==> config.mk <==
export PLATFORM = sky130hd
export DESIGN_NAME = rtps_divider
export DESIGN_NICKNAME = d
export VERILOG_FILES = /design/src/rtl/rtps_pkg.sv /design/src/rtl/rtps_divider.sv
export SDC_FILE = /design/constraint.sdc
export NUM_CORES = 1
export LEC_CHECK = 0
export ABC_AREA = 1
export BUFFER_PORTS_ARGS = -buffer_cell sky130_fd_sc_hd__buf_2
export CAP_MARGIN = 10
export CORE_ASPECT_RATIO = 1.1
export CORE_UTILIZATION = 40
export CTS_CLUSTER_SIZE = 8
export DETAILED_ROUTE_END_ITERATION = 6
export GPL_TIMING_DRIVEN = 0
export PLACE_DENSITY = 0.59
export RECOVER_POWER = 25
export SLEW_MARGIN = 20
export SYNTH_ARGS = -nofsm -noshare
export SYNTH_HDL_FRONTEND = slang
export SYNTH_SLANG_ARGS = --single-unit
==> constraint.sdc <==
create_clock -name clk_i -period 6.95 [get_ports clk_i]
set_clock_uncertainty 0.05 [all_clocks]
set_input_delay 1.0425 -clock clk_i [delete_from_list [all_inputs] [get_ports clk_i]]
set_output_delay 1.0425 -clock clk_i [all_outputs]
set_load 0.005 [all_outputs]
==> src/rtl/rtps_pkg.sv <==
// Package for the reduction thread partition search: types, widths and divider interface.
package rtps_pkg;

  localparam int ThrW  = 10;
  localparam int JobW  = 16;
  localparam int JszW  = 24;
  localparam int RedW  = 16;
  localparam int BufW  = 40;
  localparam int DivW  = 40;
  localparam int CostW = 64;

  localparam logic [0:0] CfgBufLimit   = 1'b0;
  localparam logic [0:0] CfgAllowSplit = 1'b1;

  localparam logic [BufW-1:0] BufLimitReset = 40'd1048576;

  typedef enum logic [3:0] {
    StIdle,
    StMinJpg,
    StMaxJpg,
    StInitGrp,
    StCandGrp,
    StTpg,
    StBound,
    StRedCeil,
    StCost1,
    StCost2,
    StCompare,
    StDone
  } state_e;

  typedef struct packed {
    logic            start;
    logic [DivW-1:0] dividend;
    logic [DivW-1:0] divisor;
  } div_req_t;

  typedef struct packed {
    logic            busy;
    logic            done;
    logic [DivW-1:0] quotient;
  } div_rsp_t;

endpackage

==> src/rtl/rtps_divider.sv <==
// Shared restoring divider, one quotient bit per cycle.
module rtps_divider import rtps_pkg::*; (
  input  logic     clk_i,
  input  logic     rst_ni,
  input  div_req_t req_i,
  output div_rsp_t rsp_o
);

  localparam int CntW = $clog2(DivW + 1);

  logic [DivW-1:0] quo_q, quo_d;
  logic [DivW-1:0] rem_q, rem_d;
  logic [DivW-1:0] dvs_q, dvs_d;
  logic [CntW-1:0] cnt_q, cnt_d;
  logic            busy_q, busy_d;
  logic            done_q, done_d;
  logic [DivW:0]   trial;

  // Load the operands on start; while busy, shift one dividend bit into the remainder and try a subtract
  always_comb begin
    quo_d  = quo_q;
    rem_d  = rem_q;
    dvs_d  = dvs_q;
    cnt_d  = cnt_q;
    busy_d = busy_q;
    done_d = 1'b0;
    trial  = {rem_q, quo_q[DivW-1]} - {1'b0, dvs_q};
    if (req_i.start) begin
      quo_d  = req_i.dividend;
      rem_d  = '0;
      dvs_d  = req_i.divisor;
      cnt_d  = CntW'(DivW);
      busy_d = 1'b1;
    end else if (busy_q) begin
      if (trial[DivW]) begin
        rem_d = {rem_q[DivW-2:0], quo_q[DivW-1]};
        quo_d = {quo_q[DivW-2:0], 1'b0};
      end else begin
        rem_d = trial[DivW-1:0];
        quo_d = {quo_q[DivW-2:0], 1'b1};
      end
      cnt_d = cnt_q - CntW'(1);
      if (cnt_q == CntW'(1)) begin
        busy_d = 1'b0;
        done_d = 1'b1;
      end
    end
  end

  always_ff @(posedge clk_i or negedge rst_ni) begin
    if (!rst_ni) begin
      busy_q <= 1'b0;
      done_q <= 1'b0;
      cnt_q  <= '0;
    end else begin
      busy_q <= busy_d;
      done_q <= done_d;
      cnt_q  <= cnt_d;
    end
  end

  always_ff @(posedge clk_i) begin
    quo_q <= quo_d;
    rem_q <= rem_d;
    dvs_q <= dvs_d;
  end

  assign rsp_o.busy     = busy_q;
  assign rsp_o.done     = done_q;
  assign rsp_o.quotient = quo_q;

endmodule

==> results of run 1 <==
metrics by stage:
step | power, mW | cells | util
6_report | 2.06 | 1646 | 0.486
5_1_grt | 2.16 | 1646 | 0.486
4_1_cts | 2.09 | 1646 | 0.487
3_5_place_dp | 1.13 | 1614 | 0.457
3_3_place_gp | 1.13 | 1613 | 0.456
2_1_floorplan | 1.04 | 1233 | -
worst max-delay path by stage:
| stage | from | endpoint | slack (ns) |
|---|---|---|---|
| 3_3_place_gp | req_i[80] | quo_q[31] | 2.52 |
| 5_1_grt | req_i[80] | quo_q[34] | 2.46 |
| 2_1_floorplan | req_i[80] | quo_q[0] | 4.27 |
| 3_5_place_dp | req_i[80] | quo_q[32] | 3.25 |
| 4_1_cts | req_i[80] | quo_q[34] | 3.72 |
| 6_report | req_i[80] | quo_q[34] | 2.84 |
layout make-up:
class	count	area (um^2)	area share
flip-flops and latches	128	3400	0.339
clock inverters	13	178	0.0177
repair buffers	125	638	0.0635
plain buffers	26	163	0.0162
well taps	256	320	0.0319
multi-input cells	857	4080	0.406
clock buffers	19	433	0.0431
inverters	222	833	0.0830
routing by layer:
| metal | up-vias | wire [um] | track usage |
|---|---|---|---|
| met2 | 177 | 10500 | 0.377 |
| met3 | 22 | 1130 | 0.0424 |
| met5 | - | 0 | 0 |
| li1 | 4063 | - | - |
| met4 | 0 | 387 | 0.0735 |
| met1 | 3425 | 10300 | 0.271 |
state kept, by name (all words and copies together), names as in the netlist:
name / flops
busy_q: 1
quo_q: 40
rem_q: 40
dvs_q: 40
cnt_q: 6
done_q: 1
report_power, final:
part	total [mW]	internal (mW)	switching, mW
registers	0.883	0.861	0.0226
logic	0.236	0.0915	0.144
clock network	0.945	0.574	0.371
layout by cell type (no fill, tap or decap), types with 4 or more instances in the layout:
master,instances
buf_2,123
dfxtp_1,40
o21ai_2,5
nand2_1,525
edfxtp_1,80
ha_1,42
nand2_2,7
a21oi_1,36
nor3_1,5
xnor2_1,18
buf_6,6
inv_1,219
clkbuf_16,17
nand3_1,81
dfrtp_1,8
nor2_1,78
o21ai_0,20
clkbuf_1,19
xor2_1,5
nand2_4,5
nor2_2,10
inv_6,4
worst max-delay path: cells and delay by family:
family | cells | cell delay, ns
simple gates | 1 | 0.34
buf+inv | 4 | 2.77
cells by family (layout without fill, tap and decap cells):
logic type               count (synthesis)  in the layout  synth area share
AND/OR/NAND/NOR                        720            720             0.346
adder cells (fa/ha/maj)                 43             43            0.0644
buffers and inverters                  248            405             0.118
XOR/XNOR                                23             23            0.0238
AO/OA/AOI/OAI                           71             71            0.0471
flip-flops                             128            128             0.402
==> flow_summary.json, run 1 <==
{
  "whs_ns": 0.423,
  "hold_viol": 0,
  "yosys.area.top_type": "edfxtp_1",
  "min_to": "rem_q[32]",
  "rsz0062_at_grt": "no",
  "ys_seq_elements": 128,
  "rr_startpoint": "quo_q[39]",
  "worst_r2r_endpoint": "quo_q[0]",
  "cap_violations": 1,
  "ys.flop_type": "edfxtp_1",
  "ir_drop_v": 0.000156,
  "cts_tree": "built",
  "r2r_slack_ns": 4.25,
  "crit_top_cell": "clkbuf_1",
  "power_density_mw_per_mm2": 206,
  "p_leak_nw": 5.49,
  "ys.warnings.count": 0,
  "die_w_um": 141,
  "cts-resized-gates": 0,
  "path_cells": "clkbuf_1 > clkbuf_1 > nor2_1 > inv_2 > buf_12",
  "holdPathStages": 2,
  "violations": "max-capacitance violations, max-slew violations",
  "dp.final_hpwl_mm": 17.6,
  "startpoint_type": "input pin",
  "die_area_mm2": 0.0218,
  "post_cts_buffers": 0,
  "grt_pass1_vias": 7674,
  "place.gp.congestion": 0.921,
  "io_pins": 125,
  "clockBufferDepth": 2,
  "yosysSeqAreaShare": 0.402,
  "viasPerCell": 4.67,
  "syn_inst": 1233,
  "critPathKind": "in2reg",
  "vias": 7687,
  "clock_latency_ns": 0.42,
  "fmax_mhz": 243,
  "critPathMaxFanout": 42,
  "dp_slack_ns": 3.25,
  "start_util": 0.410,
  "clk_pin_slew_worst_paths_ns": 0.06,
  "min_period_ns": 4.11,
  "synth.most_common_cell": "nand2_1",
  "synthTopCellsByArea": "edfxtp_1 28%, nand2_1 23%, inv_1 9.7%",
  "placed_area_mm2": 0.00944,
  "critPathArrivalTime_ns": 4.19,
  "slowest_delay_ns": 1.69,
  "layout-drive-gt1-share": 0.140,
  "detail_route.iter0.violations": 400,
  "crit_path_end_kind": "register",
  "wl_mm": 22.3,
  "setup_viol": 0,
  "worstPathRequired_ns": 7.02,
  "core_area_mm2": 0.0206,
  "status": "finished with violations",
  "antenna_cells": 0,
  "fin_crit_sh": 0.592,
  "synth.distinct_cells": 39,
  "drc": 0,
  "final.setup.tns_ns": 0,
  "setup_slack_ns": 2.84,
  "grt_pass1_wl_mm": 37.3,
  "hold_start": "rem_q[32]",
  "min_path_type": "reg2reg",
  "die_h_um": 155,
  "antenna_found_initial": 0,
  "grt.total_usage": 0.218,
  "async_reset_ff_frac": 0.0625,
  "ctsHoldBuffers": 0,
  "numCtsBuffers": 17,
  "syn_avg_cell_area_um2": 6.87,
  "syn_area_mm2": 0.00847,
  "tightest_slew_ns": 2.43,
  "fillerInstances": 2161,
  "slowest_stage": "clkbuf_1",
  "ctsHtreeMaxLevel": 4,
  "drt_pass1_iterations": 5,
  "nets": 1503,
  "wl_per_cell_um": 13.6,
  "grt-ovfl-total": 0,
  "port_buffers": 124,
  "r2r_cells": 16,
  "syn-num-nets": 1359,
  "relSlewSlack": -0.619,
  "final_area_mm2": 0.0100,
  "antenna_left": 0,
  "ys_top_cells_by_count": "525 x nand2_1, 220 x inv_1, 81 x nand3_1, 80 x edfxtp_1, 78 x nor2_1",
  "fp-row-count": 55,
  "clockRootBuffer": "clkbuf_16",
  "grt_max_degree": 43,
  "netlist.area_leader.share": 0.283,
  "synth_edf_count": 80,
  "slew_viol_final": 43,
  "clock_sinks": 128,
  "syn2layout_area_growth_pct": 18.5
}
Power figures use the tool's default switching activity.
==> run 2, diff against run 1 <==
--- a/config.mk
+++ b/config.mk
@@ -13,7 +13,7 @@
 export CTS_CLUSTER_SIZE = 8
 export DETAILED_ROUTE_END_ITERATION = 6
 export GPL_TIMING_DRIVEN = 0
-export PLACE_DENSITY = 0.59
+export PLACE_DENSITY = 0.62
 export RECOVER_POWER = 25
 export SLEW_MARGIN = 20
 export SYNTH_ARGS = -nofsm -noshare
==> constraint.sdc (replaced) <==
create_clock -name clk_i -period 3.7 [get_ports clk_i]
set_clock_uncertainty 0.05 [all_clocks]
set_input_delay 0.555 -clock clk_i [delete_from_list [all_inputs] [get_ports clk_i]]
set_output_delay 0.555 -clock clk_i [all_outputs]
set_load 0.005 [all_outputs]
==> run 2 against run 1 <==
Compared with the run above: the run now ends clean; setup slack got worse by 1.8 ns; final cell count barely moved; die area did not move; first-iteration DRC count rose by 7.0%; power rose by 93%; combinational power rose by 87%; flip-flop and latch count did not move; count of clock-buffer cells in the layout fell by 1; register-to-register slack got worse by 3.2 ns; critical endpoint is now quo_q[0].
==> flow_summary.json, run 2 (synthesis results as in run 1) <==
{
  "status": "complete, no violations",
  "grt_pass1_wl_mm": 36.5,
  "critPathMaxFanout": 10,
  "clock_latency_ns": 0.43,
  "clockRootBuffer": "clkbuf_16",
  "clock_sinks": 128,
  "min_period_ns": 2.67,
  "hold_viol": 0,
  "antenna_left": 0,
  "port_buffers": 124,
  "relSlewSlack": 0.309,
  "setup_viol": 0,
  "slew_viol_final": 0,
  "rsz0062_at_grt": "no",
  "wl_per_cell_um": 13.2,
  "layout.cells.non_filler": 1647,
  "power_density_mw_per_mm2": 395,
  "worst_r2r_endpoint": "quo_q[0]",
  "detail_route.iter0.violations": 428,
  "fp-row-count": 55,
  "r2r_slack_ns": 1.03,
  "r2r_cells": 16,
  "startpoint_type": "register",
  "dp_slack_ns": 0.643,
  "ctsHtreeMaxLevel": 4,
  "die_area_mm2": 0.0218,
  "antenna_cells": 0,
  "final_cell_mix": "525 x nand2_1, 219 x inv_1, 124 x buf_2",
  "numCtsBuffers": 17,
  "rr_startpoint": "quo_q[39]",
  "dp_cells": 1614,
  "largestRegisters": "dvs_q x40, quo_q x40, rem_q x40",
  "dp.final_hpwl_mm": 17.2,
  "place.gp.congestion": 0.931,
  "min_path_type": "in2reg",
  "core_area_mm2": 0.0206,
  "cts-resized-gates": 0,
  "clk_pin_slew_worst_paths_ns": 0.06,
  "fillerInstances": 2099,
  "fmax_mhz": 374,
  "clockBufferDepth": 2,
  "syn2layout_area_growth_pct": 19.2,
  "worstPathRequired_ns": 3.81,
  "layout-drive-gt1-share": 0.142,
  "grt-ovfl-total": 0,
  "total_power_mw": 3.99,
  "vias": 7648,
  "ir_drop_v": 0.000296,
  "die_w_um": 141,
  "fin_crit_sh": 0.723,
  "cap_violations": 0,
  "final_common_cell": "nand2_1",
  "grt.total_usage": 0.214,
  "critPathKind": "reg2reg",
  "wl_mm": 21.8,
  "cts_tree": "built",
  "grt_max_degree": 43,
  "tightest_slew_ns": 1.03,
  "crit_path_end_kind": "register",
  "antenna_found_initial": 0,
  "setup_slack_ns": 1.03,
  "critPathArrivalTime_ns": 2.78,
  "drt_pass1_iterations": 5,
  "nets": 1504,
  "drc": 0,
  "die_h_um": 155,
  "startpoint": "quo_q[39]",
  "post_cts_buffers": 0,
  "worstSetupEndpoint": "quo_q[0]",
  "start_util": 0.410,
  "grt_pass1_vias": 7500,
  "p_leak_nw": 5.52,
  "viasPerCell": 4.64,
  "io_pins": 125
}
[run 2: cell count changes in the layout (fill, tap and decap cells not counted)]
cell           change
buf_2              +1
bufinv_16          +2
clkinv_4           +2
clkbuf_1           -2
clkinvlp_4         -1
inv_8              -1
dlygate4sd3_1      +1
inv_6              -1
[run 2: worst max-delay path: stages (launching register included)]
cell	delay, ns
edfxtp_1	0.35
inv_1	0.06
ha_1	0.23
fa_1	0.41
inv_1	0.12
nand2_1	0.06
nand2_1	0.07
nand3_1	0.08
nand2_2	0.12
nand2_1	0.08
nand3_2	0.15
nand2_4	0.09
nand2_4	0.08
nand2_2	0.06
nand2_4	0.12
buf_6	0.18
o21ai_0	0.09
[run 2: worst min path at each step]
stage,start,to,slack [ns],cells after the start
floorplan,rst_ni,busy_q,0.21,0
global placement,rst_ni,done_q,0.36,1
detailed placement,rst_ni,done_q,0.37,1
CTS,req_i[26],dvs_q[26],0.24,1
global route,req_i[11],dvs_q[11],0.23,1
finish,req_i[26],dvs_q[26],0.25,1
[run 2: cell type report]
| class | count | area, um^2 | share of cell area |
|---|---|---|---|
| well taps | 256 | 320 | 0.0317 |
| multi-input cells | 857 | 4080 | 0.403 |
| plain buffers | 26 | 163 | 0.0161 |
| clock buffers | 18 | 429 | 0.0425 |
| inverters | 222 | 833 | 0.0825 |
| repair buffers | 126 | 649 | 0.0643 |
| clock inverters | 14 | 228 | 0.0225 |
| flip-flops and latches | 128 | 3400 | 0.337 |
[run 2: stage by stage]
step	setup TNS [ns]	area [um^2]	hold slack, ns	utilization
final	0	10100	0.249	0.489
after global routing	0	10100	0.230	0.489
after CTS	0	10100	0.236	0.489
after detailed placement	0	9440	0.367	0.457
after global placement	-6.90	9420	0.363	0.456
after floorplan	0	8470	0.209	-
[run 2: what timing repair did]
action / in CTS / in global routing
endpoints found under the setup margin: 0 / 0
hold buffers: 1 / 0
endpoints found under the hold margin: 8 / 0
[run 2: power breakdown]
group / switching (mW) / internal (mW)
combinational: 0.269 / 0.173
sequential: 0.0420 / 1.62
clock: 0.680 / 1.21
[run 2: per-layer routing]
| metal | part of all wire | wire length, um | global-route usage | vias up |
|---|---|---|---|---|
| met2 | 0.46 | 10000 | 0.360 | 189 |
| met4 | 0.025 | 547 | 0.0818 | 0 |
| met1 | 0.46 | 9980 | 0.262 | 3360 |
| met3 | 0.055 | 1200 | 0.0548 | 40 |
| met5 | 0 | 0 | 0 | - |
| li1 | - | - | - | 4059 |
==> run 3, diff against run 2 <==
--- a/config.mk
+++ b/config.mk
@@ -5,7 +5,7 @@
 export SDC_FILE = /design/constraint.sdc
 export NUM_CORES = 1
 export LEC_CHECK = 0
-export ABC_AREA = 1
+export ABC_AREA = 0
 export BUFFER_PORTS_ARGS = -buffer_cell sky130_fd_sc_hd__buf_2
 export CAP_MARGIN = 10
 export CORE_ASPECT_RATIO = 1.1
==> constraint.sdc (replaced) <==
create_clock -name clk_i -period 2.3 [get_ports clk_i]
set_clock_uncertainty 0.05 [all_clocks]
set_input_delay 0.345 -clock clk_i [delete_from_list [all_inputs] [get_ports clk_i]]
set_output_delay 0.345 -clock clk_i [all_outputs]
set_load 0.005 [all_outputs]
==> run 3 against run 2 <==
Compared with the run above: the flow now finishes with violations (negative setup slack); area after synthesis fell by 5.3%; combinational power rose by 98%; sequential power rose by 63%; critical path type unchanged; largest cell class unchanged.
==> flow_summary.json, run 3 <==
{
  "drt_pass1_iterations": 4,
  "largestRegisters": "dvs_q x40, quo_q x40, rem_q x40",
  "ctsHtreeMaxLevel": 4,
  "layout-drive-gt1-share": 0.327,
  "antenna_found_initial": 1,
  "ir_drop_v": 0.000466,
  "grt_pass1_vias": 7074,
  "clockRootBuffer": "clkbuf_16",
  "p_sw_mw": 1.71,
  "clock_latency_ns": 0.42,
  "final_area_mm2": 0.0104,
  "violations": "negative setup slack",
  "fillerInstances": 1763,
  "dp_cells": 1215,
  "grt-ovfl-total": 0,
  "cap_violations": 0,
  "antenna_left": 0,
  "drc": 0,
  "path_cells": "inv_1 > ha_2 > fa_2 > nand2b_4 > a21oi_4 > o21ai_4 > a211o_4 > o211ai_4 > buf_6 > a21oi_4 > or4b_4 > a311oi_1",
  "slowest_delay_ns": 0.55,
  "fmax_mhz": 328,
  "tightest_slew_ns": 1.14,
  "place.gp.congestion": 0.931,
  "min_path_type": "in2reg",
  "syn_inst": 843,
  "numCtsBuffers": 17,
  "swShare": 0.272,
  "synth.distinct_cells": 81,
  "die_w_um": 137,
  "power_density_mw_per_mm2": 600,
  "syn-num-nets": 969,
  "viasPerCell": 5.68,
  "final_cell_mix": "125 x buf_2, 80 x edfxtp_1, 78 x nor2_1",
  "grt.total_usage": 0.230,
  "yosys.area.top_type": "edfxtp_1",
  "p_int_mw": 4.55,
  "dp_slack_ns": -1.04,
  "ys_seq_elements": 128,
  "synth_edf_count": 80,
  "cts_tree": "built",
  "relSlewSlack": 0.238,
  "status": "finished with violations",
  "final_common_cell": "buf_2",
  "min_period_ns": 3.04,
  "ys_top_cells_by_count": "80 x edfxtp_1, 80 x nor2_1, 62 x nand2_1, 53 x inv_1, 52 x o21ai_0",
  "syn2layout_area_growth_pct": 30.1,
  "power_frac_comb": 0.140,
  "crit_path_end_kind": "register",
  "crit_top_cell": "a21oi_4",
  "r2r_slack_ns": -0.74,
  "cp.buffers_inverters": 2,
  "grt_max_degree": 42,
  "multi_input_area_mm2": 0.00463,
  "wl_per_cell_um": 18.3,
  "syn_avg_cell_area_um2": 9.52,
  "ys.warnings.count": 0,
  "critPathKind": "reg2reg",
  "ys.flop_type": "edfxtp_1",
  "detail_route.iter0.violations": 530,
  "die_area_mm2": 0.0206,
  "p_leak_nw": 4.29,
  "clk_pin_slew_worst_paths_ns": 0.06,
  "antenna_cells": 0,
  "fp-row-count": 53,
  "layout.cells.non_filler": 1277,
  "io_pins": 125,
  "placed_area_mm2": 0.00906,
  "wl_mm": 23.4,
  "die_h_um": 151,
  "dp.final_hpwl_mm": 16.2,
  "startpoint_type": "register",
  "port_buffers": 124,
  "slowest_stage": "or4b_4",
  "netlist.area_leader.share": 0.299,
  "nets": 1143,
  "syn_area_mm2": 0.00802,
  "clock_sinks": 128,
  "yosysSeqAreaShare": 0.424,
  "hold_viol": 0,
  "power_frac_clock": 0.428,
  "setup_viol": 89,
  "worstPathRequired_ns": 2.58,
  "clockBufferDepth": 2,
  "final.setup.tns_ns": -31.58,
  "slew_viol_final": 0,
  "path_delay_family": "compound AO/OA/AOI/OAI gates",
  "fin_crit_sh": 1.32,
  "setup_slack_ns": -0.745,
  "rsz0062_at_grt": "yes",
  "regArea_mm2": 0.00341,
  "core_area_mm2": 0.0194,
  "start_util": 0.414,
  "sequentialPowerShare": 0.432,
  "critPathMaxFanout": 8,
  "synthTopCellsByArea": "edfxtp_1 30%, dfxtp_1 10%, ha_1 6.6%",
  "grt_pass1_wl_mm": 36.2,
  "vias": 7256,
  "async_reset_ff_frac": 0.0625,
  "critPathArrivalTime_ns": 3.33
}
run 3: logic make-up (layout without fill, tap and decap cells):
logic type | after synthesis | count (layout) | synth area share
adder cells (fa/ha/maj) | 43 | 43 | 0.0680
XOR/XNOR | 23 | 23 | 0.0251
flip-flops | 128 | 128 | 0.424
AND/OR/NAND/NOR | 262 | 262 | 0.157
buffers and inverters | 104 | 291 | 0.0546
multiplexers | 42 | 42 | 0.0585
AO/OA/AOI/OAI | 241 | 241 | 0.213
run 3: metal layers:
metal | up-vias | track usage | part of all wire
li1 | 3507 | - | -
met1 | 3444 | 0.296 | 0.44
met2 | 260 | 0.380 | 0.47
met3 | 45 | 0.0529 | 0.066
met4 | 0 | 0.0687 | 0.020
met5 | - | 0 | 0
run 3: power by group through the flow:
stage	Combinational [mW]	Sequential [mW]	Clock (mW)
6_report	0.876	2.70	2.68
5_1_grt	0.966	2.73	2.79
4_1_cts	0.834	2.71	2.71
3_5_place_dp	0.783	2.75	0
3_3_place_gp	0.775	2.75	0
2_1_floorplan	0.496	2.74	0
run 3: final cells by class:
class	instances	share of cell area
Buffer	43	0.0327
Timing Repair Buffer	162	0.0922
Clock buffer	17	0.0408
Clock inverter	15	0.0145
Inverter	54	0.0194
Multi-Input combinational cell	611	0.444
Tap cell	247	0.0296
Sequential cell	128	0.326
run 3: stage by stage:
stage	utilization	power [mW]	hold WS (ns)
3_5_place_dp	0.468	3.53	0.150
2_1_floorplan	-	3.24	-0.000591
3_3_place_gp	0.467	3.52	0.148
6_report	0.539	6.26	0.0432
5_1_grt	0.539	6.49	0.0340
4_1_cts	0.524	6.25	0.0330
run 3: final timing paths:
path | depth (start not counted) | startpoint | to
setup / recovery | 12 | quo_q[39] | rem_q[21]
hold / removal | 1 | req_i[0] | dvs_q[0]
setup reg to reg | 12 | quo_q[39] | rem_q[21]
hold reg to reg | 2 | rem_q[28] | rem_q[28]
max in group asynchronous | 2 | rst_ni | cnt_q[2]
min in group asynchronous | 2 | rst_ni | cnt_q[5]
run 3: repair_timing:
item,CTS,global route
resized for setup,85,48
setup buffers,17,19
hold endpoints to repair,8,0
hold buffers,1,0
pin swaps,28,24
cloned,2,0
setup endpoints to repair,95,73
